===== src/clpws_pkg.sv =====
package clpws_pkg;

  localparam int unsigned CfgW    = 20;
  localparam int unsigned CfgIdxW = 3;

  typedef enum logic [2:0] {
    CMD_TICK,
    CMD_INSTR,
    CMD_CHAR,
    CMD_SLOW_CHAR,
    CMD_CURSOR,
    CMD_CLEAR,
    CMD_HOME,
    CMD_WAKE
  } cmd_e;

  typedef enum logic [CfgIdxW-1:0] {
    REG_INSTR_SETUP,
    REG_CHAR_SETUP,
    REG_ENABLE,
    REG_LONG_WAIT,
    REG_SHORT_WAIT
  } reg_idx_e;

  typedef enum logic [1:0] {
    PW_NONE,
    PW_LONG,
    PW_SHORT
  } post_e;

  localparam logic [CfgW-1:0] InstrSetupRst = CfgW'(2000);
  localparam logic [CfgW-1:0] CharSetupRst  = CfgW'(1000);
  localparam logic [CfgW-1:0] EnableRst     = CfgW'(1000);
  localparam logic [CfgW-1:0] LongWaitRst   = CfgW'(100000);
  localparam logic [CfgW-1:0] ShortWaitRst  = CfgW'(10000);

  localparam logic [7:0] LcdWake       = 8'h30;
  localparam logic [7:0] LcdFuncSet    = 8'h38;
  localparam logic [7:0] LcdShift      = 8'h10;
  localparam logic [7:0] LcdDisplayOn  = 8'h0F;
  localparam logic [7:0] LcdEntryMode  = 8'h06;
  localparam logic [7:0] LcdClear      = 8'h01;
  localparam logic [7:0] LcdHome       = 8'h02;
  localparam logic [7:0] LcdDdramBase  = 8'h80;
  localparam logic [7:0] LcdLineStride = 8'h40;

  localparam logic [2:0] WakeLastStep = 3'd6;

  typedef struct packed {
    logic [2:0] command;
    logic [7:0] data_byte;
    logic       line_select;
    logic [5:0] column;
  } cmd_t;

  typedef struct packed {
    logic [7:0] bus_data;
    logic       reg_sel;
    logic       read_write;
    logic       enable_pin;
    logic       busy_res;
    logic       rejected;
  } res_t;

  typedef struct packed {
    logic [CfgW-1:0] instr_setup;
    logic [CfgW-1:0] char_setup;
    logic [CfgW-1:0] enable;
    logic [CfgW-1:0] long_wait;
    logic [CfgW-1:0] short_wait;
  } cfg_t;

  function automatic logic [7:0] wake_byte(input logic [2:0] step);
    case (step)
      3'd0, 3'd1, 3'd2: return LcdWake;
      3'd3:             return LcdFuncSet;
      3'd4:             return LcdShift;
      3'd5:             return LcdDisplayOn;
      default:          return LcdEntryMode;
    endcase
  endfunction

  function automatic post_e wake_post(input logic [2:0] step);
    case (step)
      3'd0:       return PW_LONG;
      3'd1, 3'd2: return PW_SHORT;
      default:    return PW_NONE;
    endcase
  endfunction

endpackage


===== src/clpws_stream_if.sv =====
interface clpws_stream_if #(
  parameter type payload_t = logic
);
  logic     valid;
  logic     ready;
  payload_t data;

  modport source (output valid, input ready, output data);
  modport sink (input valid, output ready, input data);
endinterface


===== src/clpws_cfg_regs.sv =====
module clpws_cfg_regs import clpws_pkg::*; (
  input  logic               clk_i,
  input  logic               rst_ni,
  input  logic               we_i,
  input  logic [CfgIdxW-1:0] idx_i,
  input  logic [CfgW-1:0]    data_i,
  output cfg_t               cfg_o
);

  cfg_t cfg_q;

  always_ff @(posedge clk_i or negedge rst_ni) begin
    if (!rst_ni) begin
      cfg_q.instr_setup <= InstrSetupRst;
      cfg_q.char_setup  <= CharSetupRst;
      cfg_q.enable      <= EnableRst;
      cfg_q.long_wait   <= LongWaitRst;
      cfg_q.short_wait  <= ShortWaitRst;
    end else if (we_i) begin
      case (idx_i)
        REG_INSTR_SETUP: cfg_q.instr_setup <= data_i;
        REG_CHAR_SETUP:  cfg_q.char_setup  <= data_i;
        REG_ENABLE:      cfg_q.enable      <= data_i;
        REG_LONG_WAIT:   cfg_q.long_wait   <= data_i;
        REG_SHORT_WAIT:  cfg_q.short_wait  <= data_i;
        default: ;
      endcase
    end
  end

  assign cfg_o = cfg_q;

endmodule


===== src/clpws_core.sv =====
module clpws_core import clpws_pkg::*; #(
  parameter int unsigned COUNT_WIDTH = 20
) (
  input  logic clk_i,
  input  logic rst_ni,
  input  logic step_i,
  input  cmd_t cmd_i,
  input  cfg_t cfg_i,
  output res_t res_o
);

  typedef enum logic [1:0] {
    PH_IDLE,
    PH_SETUP,
    PH_ENABLE,
    PH_POST
  } phase_e;

  phase_e                 phase_q, phase_d;
  logic [COUNT_WIDTH-1:0] cnt_q, cnt_d;
  logic [2:0]             wake_step_q, wake_step_d;
  logic                   in_wake_q, in_wake_d;
  post_e                  post_q, post_d;
  logic [7:0]             bus_q, bus_d;
  logic                   sel_q, sel_d;
  logic                   en_q, en_d;

  logic            rej;
  logic            fin;
  logic            wr_go;
  logic [7:0]      wr_byte;
  logic            wr_data;
  post_e           wr_post;
  logic [CfgW-1:0] post_val;
  logic [2:0]      wake_next;

  function automatic logic [COUNT_WIDTH-1:0] sat_count(input logic [CfgW-1:0] v);
    if ((v >> COUNT_WIDTH) != '0) return '1;
    else return COUNT_WIDTH'(v);
  endfunction

  assign wake_next = 3'(wake_step_q + 3'd1);

  always_comb begin
    phase_d     = phase_q;
    cnt_d       = cnt_q;
    wake_step_d = wake_step_q;
    in_wake_d   = in_wake_q;
    post_d      = post_q;
    bus_d       = bus_q;
    sel_d       = sel_q;
    en_d        = en_q;
    rej         = 1'b0;
    fin         = 1'b0;
    wr_go       = 1'b0;
    wr_byte     = bus_q;
    wr_data     = 1'b0;
    wr_post     = PW_NONE;
    post_val    = '0;

    if (step_i) begin
      if (cmd_i.command == CMD_TICK) begin
        if (phase_q != PH_IDLE) begin
          if (cnt_q > COUNT_WIDTH'(1)) begin
            cnt_d = cnt_q - COUNT_WIDTH'(1);
          end else begin
            case (phase_q)
              PH_SETUP: begin
                en_d    = 1'b1;
                phase_d = PH_ENABLE;
                cnt_d   = sat_count(cfg_i.enable);
              end
              PH_ENABLE: begin
                en_d = 1'b0;
                if (post_q == PW_LONG) post_val = cfg_i.long_wait;
                else if (post_q == PW_SHORT) post_val = cfg_i.short_wait;
                if (post_val != '0) begin
                  phase_d = PH_POST;
                  cnt_d   = sat_count(post_val);
                end else begin
                  fin = 1'b1;
                end
              end
              default: fin = 1'b1;
            endcase
          end
        end
      end else if (phase_q != PH_IDLE) begin
        rej = 1'b1;
      end else begin
        wr_go = 1'b1;
        case (cmd_i.command)
          CMD_INSTR: wr_byte = cmd_i.data_byte;
          CMD_CHAR: begin
            wr_byte = cmd_i.data_byte;
            wr_data = 1'b1;
          end
          CMD_SLOW_CHAR: begin
            wr_byte = cmd_i.data_byte;
            wr_data = 1'b1;
            wr_post = PW_LONG;
          end
          CMD_CURSOR: begin
            wr_byte = LcdDdramBase + (cmd_i.line_select ? LcdLineStride : 8'h00)
                      + {2'b00, cmd_i.column};
          end
          CMD_CLEAR: wr_byte = LcdClear;
          CMD_HOME:  wr_byte = LcdHome;
          default: begin
            in_wake_d   = 1'b1;
            wake_step_d = '0;
            wr_byte     = wake_byte(3'd0);
            wr_post     = wake_post(3'd0);
          end
        endcase
      end
    end

    if (fin) begin
      if (in_wake_q && (wake_step_q < WakeLastStep)) begin
        wake_step_d = wake_next;
        wr_go       = 1'b1;
        wr_byte     = wake_byte(wake_next);
        wr_post     = wake_post(wake_next);
      end else begin
        in_wake_d   = 1'b0;
        wake_step_d = '0;
        post_d      = PW_NONE;
        phase_d     = PH_IDLE;
        cnt_d       = '0;
      end
    end

    if (wr_go) begin
      bus_d   = wr_byte;
      sel_d   = wr_data;
      en_d    = 1'b0;
      post_d  = wr_post;
      phase_d = PH_SETUP;
      cnt_d   = sat_count(wr_data ? cfg_i.char_setup : cfg_i.instr_setup);
    end
  end

  always_ff @(posedge clk_i or negedge rst_ni) begin
    if (!rst_ni) begin
      phase_q     <= PH_IDLE;
      cnt_q       <= '0;
      wake_step_q <= '0;
      in_wake_q   <= 1'b0;
      post_q      <= PW_NONE;
      bus_q       <= '0;
      sel_q       <= 1'b0;
      en_q        <= 1'b0;
    end else begin
      phase_q     <= phase_d;
      cnt_q       <= cnt_d;
      wake_step_q <= wake_step_d;
      in_wake_q   <= in_wake_d;
      post_q      <= post_d;
      bus_q       <= bus_d;
      sel_q       <= sel_d;
      en_q        <= en_d;
    end
  end

  always_comb begin
    res_o.bus_data   = bus_d;
    res_o.reg_sel    = sel_d;
    res_o.read_write = 1'b0;
    res_o.enable_pin = en_d;
    res_o.busy_res   = (phase_d != PH_IDLE);
    res_o.rejected   = rej;
  end

endmodule


===== src/clpws_out_fifo.sv =====
module clpws_out_fifo import clpws_pkg::*; (
  input  logic clk_i,
  input  logic rst_ni,
  input  logic push_i,
  input  res_t push_data_i,
  output logic space_o,
  output logic valid_o,
  input  logic ready_i,
  output res_t data_o
);

  res_t       mem_q [2];
  logic       wr_q;
  logic       rd_q;
  logic [1:0] count_q;
  logic       pop;

  assign pop     = valid_o && ready_i;
  assign valid_o = (count_q != 2'd0);
  assign space_o = (count_q != 2'd2);
  assign data_o  = mem_q[rd_q];

  always_ff @(posedge clk_i) begin
    if (push_i) begin
      mem_q[wr_q] <= push_data_i;
    end
  end

  always_ff @(posedge clk_i or negedge rst_ni) begin
    if (!rst_ni) begin
      wr_q    <= 1'b0;
      rd_q    <= 1'b0;
      count_q <= '0;
    end else begin
      if (push_i) wr_q <= ~wr_q;
      if (pop) rd_q <= ~rd_q;
      count_q <= 2'(count_q + {1'b0, push_i} - {1'b0, pop});
    end
  end

endmodule


===== src/char_lcd_parallel_write_sequencer_unit.sv =====
// Character LCD 8-bit parallel write sequencer. Each input item is a tick or a
// request (instruction, character, slow character, cursor move, clear, home,
// wake-up); every item yields exactly one result item showing the bus, register
// select, write level, enable level, busy flag and a rejected flag for a request
// that arrived while busy. Only tick items advance the setup, enable and post
// delays, counted in COUNT_WIDTH-bit counters that saturate on load. An item is
// taken every clock while the result queue has room: the whole state update is
// combinational from the state registers into a two-entry result queue, and
// ready falls only while it holds two results. The user must write the delay
// registers through the cfg port while the block is idle; it is not enforced.
module char_lcd_parallel_write_sequencer_unit import clpws_pkg::*; #(
  parameter int unsigned COUNT_WIDTH = 20
) (
  input  logic               clk_i,
  input  logic               rst_ni,
  clpws_stream_if.sink       cmd_i,
  clpws_stream_if.source     res_o,
  input  logic               cfg_we_i,
  input  logic [CfgIdxW-1:0] cfg_idx_i,
  input  logic [CfgW-1:0]    cfg_data_i
);

  cfg_t cfg;
  res_t res;
  res_t fifo_data;
  logic accept;
  logic space;

  assign accept      = cmd_i.valid && space;
  assign cmd_i.ready = space;

  clpws_cfg_regs u_cfg_regs (
    .clk_i  (clk_i),
    .rst_ni (rst_ni),
    .we_i   (cfg_we_i),
    .idx_i  (cfg_idx_i),
    .data_i (cfg_data_i),
    .cfg_o  (cfg)
  );

  clpws_core #(
    .COUNT_WIDTH (COUNT_WIDTH)
  ) u_core (
    .clk_i  (clk_i),
    .rst_ni (rst_ni),
    .step_i (accept),
    .cmd_i  (cmd_i.data),
    .cfg_i  (cfg),
    .res_o  (res)
  );

  clpws_out_fifo u_out_fifo (
    .clk_i       (clk_i),
    .rst_ni      (rst_ni),
    .push_i      (accept),
    .push_data_i (res),
    .space_o     (space),
    .valid_o     (res_o.valid),
    .ready_i     (res_o.ready),
    .data_o      (fifo_data)
  );

  assign res_o.data = fifo_data;

endmodule


===== src/flat_wrapper.sv =====
// flat-port wrapper written by rule: the top's interface ports become plain ports
module char_lcd_parallel_write_sequencer_unit_flat import clpws_pkg::*;
#(
  parameter int unsigned COUNT_WIDTH = 20
)
  (clk_i, rst_ni, cfg_we_i, cfg_idx_i, cfg_data_i, cmd_i_valid, cmd_i_ready, cmd_i_data, res_o_valid, res_o_ready, res_o_data);
  clpws_stream_if cmd_i_i ();
  clpws_stream_if res_o_i ();
  input  logic clk_i;
  input  logic rst_ni;
  input  logic cfg_we_i;
  input  logic [CfgIdxW-1:0] cfg_idx_i;
  input  logic [CfgW-1:0] cfg_data_i;
  input wire logic [$bits(cmd_i_i.valid)-1:0] cmd_i_valid;
  output wire logic [$bits(cmd_i_i.ready)-1:0] cmd_i_ready;
  input wire logic [$bits(cmd_i_i.data)-1:0] cmd_i_data;
  output wire logic [$bits(res_o_i.valid)-1:0] res_o_valid;
  input wire logic [$bits(res_o_i.ready)-1:0] res_o_ready;
  output wire logic [$bits(res_o_i.data)-1:0] res_o_data;
  assign cmd_i_i.valid = cmd_i_valid;
  assign cmd_i_ready = cmd_i_i.ready;
  assign cmd_i_i.data = cmd_i_data;
  assign res_o_valid = res_o_i.valid;
  assign res_o_i.ready = res_o_ready;
  assign res_o_data = res_o_i.data;
  char_lcd_parallel_write_sequencer_unit #(.COUNT_WIDTH(COUNT_WIDTH)) u_core (.clk_i(clk_i), .rst_ni(rst_ni), .cmd_i(cmd_i_i), .res_o(res_o_i), .cfg_we_i(cfg_we_i), .cfg_idx_i(cfg_idx_i), .cfg_data_i(cfg_data_i));
endmodule

===== config.mk =====
export PLATFORM = sky130hd
export DESIGN_NAME = char_lcd_parallel_write_sequencer_unit_flat
export DESIGN_NICKNAME = d
export VERILOG_FILES = /design/src/clpws_pkg.sv /design/src/clpws_stream_if.sv /design/src/clpws_cfg_regs.sv /design/src/clpws_core.sv /design/src/clpws_out_fifo.sv /design/src/char_lcd_parallel_write_sequencer_unit.sv /design/src/flat_wrapper.sv
export SDC_FILE = /design/constraint.sdc
export NUM_CORES = 1
export LEC_CHECK = 0
export BUFFER_PORTS_ARGS = -buffer_cell sky130_fd_sc_hd__buf_2
export CORE_AREA = 2 2 39 41
export CTS_CLUSTER_DIAMETER = 100
export DETAILED_ROUTE_END_ITERATION = 7
export DIE_AREA = 0 0 41 43
export PLACE_DENSITY = 0.42
export SYNTH_ARGS = -nofsm -noshare
export SYNTH_HDL_FRONTEND = slang
export SYNTH_SLANG_ARGS = --single-unit

===== constraint.sdc =====
create_clock -name clk_i -period 3.83 [get_ports clk_i]
set_input_delay 0.766 -clock clk_i [delete_from_list [all_inputs] [get_ports clk_i]]
set_output_delay 0.766 -clock clk_i [all_outputs]
set_load 0.02 [all_outputs]

==> results.toml <==
[global_routing]
antenna_found_initial = 0
grt-ovfl-total = 0
grt_pass1_vias = 152
grt_max_degree = 4
gr-usage-all-layers = 0.0561
grt_pass1_wl_um = 510

[synthesis]
synth_top_area_cell = "dfrtp_1"
synth-edff-count = 0
ys_ff_latch = 2
synth_commonest_cells = "dfrtp_1, ha_1, xnor2_1"
syn_area_per_cell_sq_um = 10.4
yosysSeqAreaShare = 0.370
synth_cells = 13
syn-num-nets = 44
async_flop_share = 1.00
syn_area_sq_um = 135
synthDistinctLibCells = 10
synth.area.top_cells = "dfrtp_1, ha_1, xnor2_1, and2_4, or2_4"
yosys_warnings = 0
yosysTopAreaCellShare = 0.370
ys.flop_type = "dfrtp_1"

[final_layout]
fillers = 152
regMostFlops = "u_core.u_out_fifo.count_q"
stdcell_area_sq_um = 195
drive_gt1_frac = 0.500
regArea_sq_um = 50.0
multi_input_area_sq_um = 73.8
largest_register_ffs = 2
finalNetCount = 53
antenna_cells = 0
syn2layout_area_growth_pct = 44.4
reg.largest.list = "u_core.u_out_fifo.count_q: 2 flops"

[route]
drt_wl_total_um = 316
drtIter0Drc = 0
drt_pass1_iterations = 1
via_per_inst = 2.97
wl_per_cell_um = 8.78
vias = 107
drc_errors = 0
postRouteAntennaNets = 0

[clocking]
cts_tree = "built"
path_clk_slew_ps = 30
post-cts-setup-buffers = 0
cts_hold_buf = 0
cts-resized-gates = 0
clock-root-buffer = "clkbuf_4"
clkSinkCount = 2
cts_made_buffers = 3
clk_path_buf_depth = 2
htreeDepth = 1
worstSkewPairLatency_ps = 220

[timing]
finalSetupViolations = 0
fin_tns_setup_ps = 0
skew_ps = 1.31
finalHoldViolations = 0
drv_slew = 0
fin_crit_ps = 1800
rsz0062_at_grt = "false"
period_share = 0.469
fmax_ghz = 0.557

[flow_run]
maxCapViolCount = 0

[placement]
portBuffers = 5
placed_area_sq_um = 173
place_congestion = 0.444

[worst_hold_path]
hp-class = "input pin to async pin"

[critical_path]
start_kind = "register"
critical_path.max_stage_delay_ps = 390
cp_max_fo = 3
crit_chain = "or2_4, buf_2"
arrival_ps = 1030
cp-end-kind = "output port"
worst-path-buf-inv = 1
worstSetupPathType = "register to output port"
cpMaxStageDelayCell = "dfrtp_1"
cp_top_family = "flip-flops"
required_ps = 3060

[power_and_ir_drop]
p_int_uw = 116
ir_drop_v = 0.000119
power_uw = 185
power_density_nw_per_um2 = 949
p_sw_frac = 0.373
comb_power_share = 0.515
leakagePower_uw = 0.0000965
p_seq_frac = 0.236
pwr-share-clk = 0.249
switchingPower_uw = 69.2

[floorplanning]
num_rows = 14
initial_core_util = 0.0976
ioPinCount = 32
die_area_sq_um = 1760
core_area_sq_um = 1380
chipHeight_um = 43
die_w_um = 41

[run_status]
run_status = "finished, final reports clean"
[final timing paths]
kind	endpoint	slack, ps	depth (start not counted)	startpoint
worst max-delay path	res_o_valid	2030	2	u_core.u_out_fifo.count_q[1]
worst min-delay path	u_core.u_out_fifo.count_q[1]	330	1	rst_ni
worst max register to register	u_core.u_out_fifo.count_q[1]	2120	7	u_core.u_out_fifo.count_q[1]
worst min register to register	u_core.u_out_fifo.count_q[0]	550	1	u_core.u_out_fifo.count_q[0]
max in group asynchronous	u_core.u_out_fifo.count_q[0]	3400	1	rst_ni
min in group clk_i	u_core.u_out_fifo.count_q[0]	550	1	u_core.u_out_fifo.count_q[0]
[cells by family (layout without fill, tap and decap cells)]
logic type	Yosys count	in the layout	synth area share
other	1	1	0.0278
AND/OR/NAND/NOR	4	4	0.204
adder cells (fa/ha/maj)	2	2	0.185
flip-flops	2	2	0.370
XOR/XNOR	2	2	0.130
buffers and inverters	2	9	0.0833
[layer usage]
layer	track usage	wire length [um]
met4	0.0800	0
met2	0.0844	177
met1	0.0160	69
met3	0.0628	68
met5	0	0
[power by group through the flow]
stage	logic (uW)	clock network, uW	registers (uW)
global route	107	51.1	44.7
global placement	86.3	0	41.9
CTS	98.9	49.7	44.1
detailed placement	98.4	0	44.4
floorplan	72.8	0	41.4
finish	95.4	46.2	43.7
[layout make-up]
class | instances | share of cell area
Inverter | 1 | 0.0192
Tap cell | 16 | 0.103
Clock buffer | 3 | 0.115
Timing Repair Buffer | 5 | 0.128
Multi-Input combinational cell | 9 | 0.378
Sequential cell | 2 | 0.256
[worst register-to-register path: stages, from the launching register on]
cell and delay, ps:
dfrtp_1 390, or2_4 260, and2_4 150, ha_1 260, inv_1 40, ha_1 190
xnor2_1 190, xnor2_1 150
[cells in the final DEF (no fill, tap or decap), drive strengths merged]
cell type	count
or2	1
buf	5
and2	1
nand2b	1
clkbuf	3
conb	1
dfrtp	2
ha	2
xnor2	2
nand2	1
inv	1
[metrics by stage]
| stage | util | hold WS, ps | std cells | setup slack, ps |
|---|---|---|---|---|
| floorplan | - | 470 | 13 | 2120 |
| global placement | 0.125 | 501 | 33 | 2000 |
| detailed placement | 0.125 | 557 | 33 | 1940 |
| CTS | 0.141 | 314 | 36 | 2020 |
| global route | 0.141 | 319 | 36 | 2000 |
| finish | 0.141 | 325 | 36 | 2030 |
Power figures use the tool's default switching activity.
